## config.mk

```make
export PLATFORM = sky130hd
export DESIGN_NAME = vgcd_div
export DESIGN_NICKNAME = d
export VERILOG_FILES = /design/src/hw/rtl/vgcd_pkg.sv /design/src/hw/rtl/vgcd_div.sv
export SDC_FILE = /design/constraint.sdc
export NUM_CORES = 1
export LEC_CHECK = 0
export BUFFER_PORTS_ARGS = -buffer_cell sky130_fd_sc_hd__buf_2
export CELL_PAD_IN_SITES_DETAIL_PLACEMENT = 2
export CELL_PAD_IN_SITES_GLOBAL_PLACEMENT = 2
export CORE_MARGIN = 5
export CORE_UTILIZATION = 39
export DETAILED_ROUTE_END_ITERATION = 8
export PLACE_DENSITY_LB_ADDON = 0.1
export SETUP_SLACK_MARGIN = 0.4
export SLEW_MARGIN = 25
export SYNTH_ARGS = -nofsm -noshare
export SYNTH_HDL_FRONTEND = slang
export SYNTH_SLANG_ARGS = --single-unit
```

## constraint.sdc

```tcl
create_clock -name clk -period 10.45 [get_ports clk]
set_input_delay 1.045 -clock clk [delete_from_list [all_inputs] [get_ports clk]]
set_output_delay 1.045 -clock clk [all_outputs]
set_load 0.01 [all_outputs]
```

## src/hw/rtl/vgcd_pkg.sv

```systemverilog
// Shared types and constants for the voxel grid centroid downsampler.
package vgcd_pkg;

  localparam int unsigned MAX_VOXELS_DEF  = 64;
  localparam int unsigned COUNT_WIDTH_DEF = 16;
  localparam logic [31:0] INV_SCALE_RESET = 32'd6553600;
  localparam int signed   IDX_MIN         = -32768;
  localparam int signed   IDX_MAX         = 32767;

  typedef struct packed {
    logic signed [31:0] pos_x;
    logic signed [31:0] pos_y;
    logic signed [31:0] pos_z;
    logic [7:0]         red;
    logic [7:0]         green;
    logic [7:0]         blue;
    logic               last_point;
  } in_beat_t;

  typedef struct packed {
    logic signed [31:0] centroid_x;
    logic signed [31:0] centroid_y;
    logic signed [31:0] centroid_z;
    logic [7:0]         mean_red;
    logic [7:0]         mean_green;
    logic [7:0]         mean_blue;
    logic [15:0]        point_count;
    logic               last_voxel;
    logic               points_dropped;
  } out_beat_t;

  // Division request and response between the emit walk and the divider.
  typedef struct packed {
    logic              start;
    logic signed [63:0] dividend;
    logic [31:0]       divisor;
  } div_req_t;

  typedef struct packed {
    logic               done;
    logic signed [63:0] quotient;
  } div_rsp_t;

endpackage

```

## src/hw/rtl/vgcd_div.sv

```systemverilog
// Restoring divider, one quotient bit per cycle, truncating toward zero.
module vgcd_div import vgcd_pkg::*; (
  input  logic     clk,
  input  logic     rst_n,
  input  div_req_t req,
  output div_rsp_t rsp
);

  logic [63:0] rem_r, rem_nxt;
  logic [63:0] quo_r, quo_nxt;
  logic [31:0] dvs_r;
  logic        neg_r;
  logic [6:0]  cnt_r, cnt_nxt;
  logic        busy_r, busy_nxt;
  logic        done_r, done_nxt;
  logic [64:0] trial;
  logic [63:0] mag;

  assign mag   = req.dividend[63] ? 64'(-req.dividend) : req.dividend;
  assign trial = {rem_r, quo_r[63]} - {33'd0, dvs_r};

  // Shift-subtract step.
  always_comb begin
    rem_nxt  = rem_r;
    quo_nxt  = quo_r;
    cnt_nxt  = cnt_r;
    busy_nxt = busy_r;
    done_nxt = 1'b0;
    if (busy_r) begin
      if (!trial[64]) begin
        rem_nxt = trial[63:0];
        quo_nxt = {quo_r[62:0], 1'b1};
      end else begin
        rem_nxt = {rem_r[62:0], quo_r[63]};
        quo_nxt = {quo_r[62:0], 1'b0};
      end
      cnt_nxt = cnt_r - 7'd1;
      if (cnt_r == 7'd1) begin
        busy_nxt = 1'b0;
        done_nxt = 1'b1;
      end
    end else if (req.start) begin
      rem_nxt  = 64'd0;
      quo_nxt  = mag;
      cnt_nxt  = 7'd64;
      busy_nxt = 1'b1;
    end
  end

  always_ff @(posedge clk) begin
    if (!rst_n) begin
      busy_r <= 1'b0;
      done_r <= 1'b0;
      cnt_r  <= 7'd0;
    end else begin
      busy_r <= busy_nxt;
      done_r <= done_nxt;
      cnt_r  <= cnt_nxt;
    end
    rem_r <= rem_nxt;
    quo_r <= quo_nxt;
    if (!busy_r && req.start) begin
      dvs_r <= req.divisor;
      neg_r <= req.dividend[63];
    end
  end

  assign rsp.done     = done_r;
  assign rsp.quotient = neg_r ? -$signed(quo_r) : $signed(quo_r);

endmodule

```

==> summary.md <==
| Metric | Value |
|---|---|
| Status | completed |
| IO Port Bufs | 163 |
| Hold path depth | 2 |
| Clock share of power | between 20% and 30% |
| Largest area contributor in the netlist | edfxtp_1 |
| Flop-to-flop setup slack | ~5.3 ns |
| Post-CTS resize count | 0 |
| Slowest stage delay, CP | 0.58 ns |
| Final wirelength | about 40 mm |
| Netlist cell types | 61 |
| DR WL met3 | 1.44 mm |
| Pwr Density | approximately 160 mW/mm2 |
| Syn Inst Count | between 1,000 and 1,500 |
| Number of max-cap violations | 0 |
| CP Max Fanout | 8 |
| Area growth syn-to-layout | 14.7% |
| Sequential share of power | around two fifths |
| CTS buffer count | 17 |
| Worst hold slack | 0.535 ns |
| Initial Util | 39.7% |
| Sequence of cells on the critical path | or4_1 > or3_1 > inv_1 > nand3_1 > or4_4 > or2_2 > or4_4 > o31ai_4 > xnor2_1 > buf_2 |
| Die outline width | between 150 and 200 um |
| Worst skew pair latency | about 0.44 ns |
| Share of cells above drive strength 1 | between 10% and 20% |
| Yosys warnings | 0 |
| Top Metal Used | met5 |
| Via Count | approximately 10,000 |
| Fmax | between 0.15 and 0.2 GHz |
| Core ar. | 0.0298 mm2 |
| Setup TNS Final | 0 ns |
| Via/cell ratio | around 5.7 |
| Largest cells by area after synthesis | edfxtp_1 41%, xnor2_1 6.5%, o21ai_0 5.8% |
| # rows | 63 |
| Area occupied by registers | between 0.005 and 0.006 mm2 |
| Largest net degree at the start of global routing | 86 |
| # diodes | 0 |
| Ys async rst share | 0% |
| Die height | approximately 180 um |
| Initial DRC count | 581 |
| Crit Path Category | reg -> out |
| Final setup vio count | 0 |
| Sw Share | a little over a third |
| Per-cell routed wire length | ~21 um |
| Postcts setup bufs | 0 |
| Post-route DRC | 0 |
| Critical path's slowest cell | or4_1 |
| Area share of the largest cell type after synthesis | about two fifths |
| Crit. End Element | primary output |
| Critical path depth | 10 |
| Worst vdd ir | ~120 uV |
| Syn Std Cell Area | 0.0118 mm2 |
| Clock Skew | 0.0202 ns |
| H-tree depth | 4 |
| NetSw | approximately 0.8 mW |
| Most common cell after layout, fill and taps aside | buf_2 |
| Rel. slew slack | between 40% and 50% |
| R2R depth | 11 |
| DP HPWL | between 20 and 30 mm |
| Vias in the first global route | approximately 12,000 |
| Leakage power total | ~5 nW |
| Gate power share | ~28% |
| Flops & latches, synth | between 150 and 200 |
| RSZ-0062 raised after global routing | false |
| Post-synth EDFFs | around 160 |
| Buf/Inv on CP | 2 |
| Critical path launch point type | flip-flop |
| Cell mode on critical path | or4_4 |
| Area of the multi-input gates | roughly 0.0064 mm2 |
| GP Congestion | between 0.8 and 0.9 |
| IO Pins | approximately 160 |
| CTS tree | done |
| Pwr Total | between 2 and 2.5 mW |
| Post-DRT Antenna Nets | 0 |
| Fin util | about 45% |
| Final Cycle Share | between 50% and 60% |
| WL met2 | roughly 20 mm |
| Synthesized Nets | approximately 1,400 |
| Final Non-Filler Cells | approximately 1,800 |
| CTS Root Cell | clkbuf_16 |
| Initial antenna violation count | 3 |
| Arr. time, crit path | 4.29 ns |
| Final nets | 1,546 |
| Congestion Overflow GR | 0 |
| Int Pwr | about 1.4 mW |
| Reg clk slew, reported paths | approximately 0.080 ns |
| Worst Tran Pin Value | approximately 0.86 ns |
| Slew Limit Fails | 0 |
| Post-synthesis sequential area ratio | a little over two fifths |
| Filler instances | 3,339 |
| Crit path max-delay family | simple AND/OR/NAND/NOR gates |
| DR pass1 iterations | 4 |
| Mean Syn Cell Area | 9.22 um2 |
| Total GRT Usage | about 23% |
| Crit path time final | between 5 and 6 ns |
| Hold crit path type | reg -> reg |
| First-pass GRT wire length | 62.2 mm |
| CTS hold repair buffers | 0 |
| Die area | between 0.03 and 0.04 mm2 |
| Ys flop type | edfxtp_1 |
| Worst path required time | about 9.4 ns |
| Metal-1 WL | about 17 mm |
| Most frequent cells in the layout | 162 x buf_2, 161 x edfxtp_1, 152 x nand2_1 |
| # placed instances | 1,781 |
| Clk buf depth | 2 |
| Clock Sink Count | between 150 and 200 |
| Final hold vios | 0 |
## final cells by class
type,count,area share [%]
multi-input cells,993,47.0
flip-flops and latches,170,37.0
repair buffers,171,6.48
well taps,390,3.60
clock buffers,17,3.14
inverters,57,1.58
clock inverters,15,1.22
## kinds of logic after synthesis
family,after synthesis,synth area share [%]
simple gates,439,18.9
compound gates,341,17.5
flops,170,42.4
xor+xnor,161,11.9
buf+inv,120,3.98
fa+ha+maj,37,3.98
mux,15,1.27
## routing by layer
metal	vias to the layer above	GRT usage [%]
met1	5209	28.3
met4	6	6.39
met2	185	40.9
met3	42	3.79
li1	4927	-
met5	-	0
## registers in the layout (all words and copies together) (netlist names)
register,flops
quo_r,64
rem_r,64
dvs_r,32
cnt_r,7
busy_r,1
done_r,1
neg_r,1
## power by group through the flow
stage | clock, mW | combinational [mW] | sequential (mW)
after CTS | 0.675 | 0.631 | 0.934
final | 0.663 | 0.625 | 0.934
after global routing | 0.704 | 0.694 | 0.946
after detailed placement | 0 | 0.622 | 0.947
after floorplan | 0 | 0.420 | 0.915
after global placement | 0 | 0.596 | 0.940
## final timing paths
| check | end | start |
|---|---|---|
| max reg2reg | rem_r[54]$_SDFFCE_PN0P_ | rem_r[35]$_SDFFCE_PN0P_ |
| min reg2reg | busy_r$_SDFF_PN0_ | cnt_r[6]$_SDFFE_PN0P_ |
| min | busy_r$_SDFF_PN0_ | cnt_r[6]$_SDFFE_PN0P_ |
| max | rsp[63] | quo_r[5]$_DFFE_PP_ |
## through the flow
step,setup WS [ns],instance area (um2)
2_1_floorplan,4.88,11800
3_3_place_gp,5.59,13000
3_5_place_dp,5.43,13000
4_1_cts,5.04,13500
5_1_grt,4.94,13600
6_report,5.12,13600
## worst register-to-register path, cell delays in order, from the launching register on
cell and delay, ns:
edfxtp_1 0.45, or3_1 0.47, or3_1 0.54, or4_1 0.53, or3_1 0.33, a21oi_1 0.12, o211ai_1 0.25, xnor2_2 0.22
buf_4 0.34, or4_1 0.91, or4_1 0.59, a21oi_1 0.22
## cell usage after synthesis (5+ instances only)
cell type / instances
xnor2_1: 88
o211ai_1: 5
o41ai_1: 21
nor2_1: 89
o21ai_0: 138
nor2b_1: 7
a21o_1: 7
xor2_1: 73
nand2_1: 152
nand4_1: 11
o31ai_1: 43
or2_2: 6
inv_1: 57
buf_2: 6
nor4_1: 17
nand2b_1: 25
nor3_1: 22
a31oi_1: 6
or3_1: 33
a21oi_1: 83
dfxtp_1: 9
or4_4: 6
or4_1: 28
o21a_1: 7
mux2i_1: 15
edfxtp_1: 161
clkbuf_1: 51
nand3_1: 17
o21bai_1: 5
o21ai_1: 5
ha_1: 36
Power figures use the tool's default switching activity.
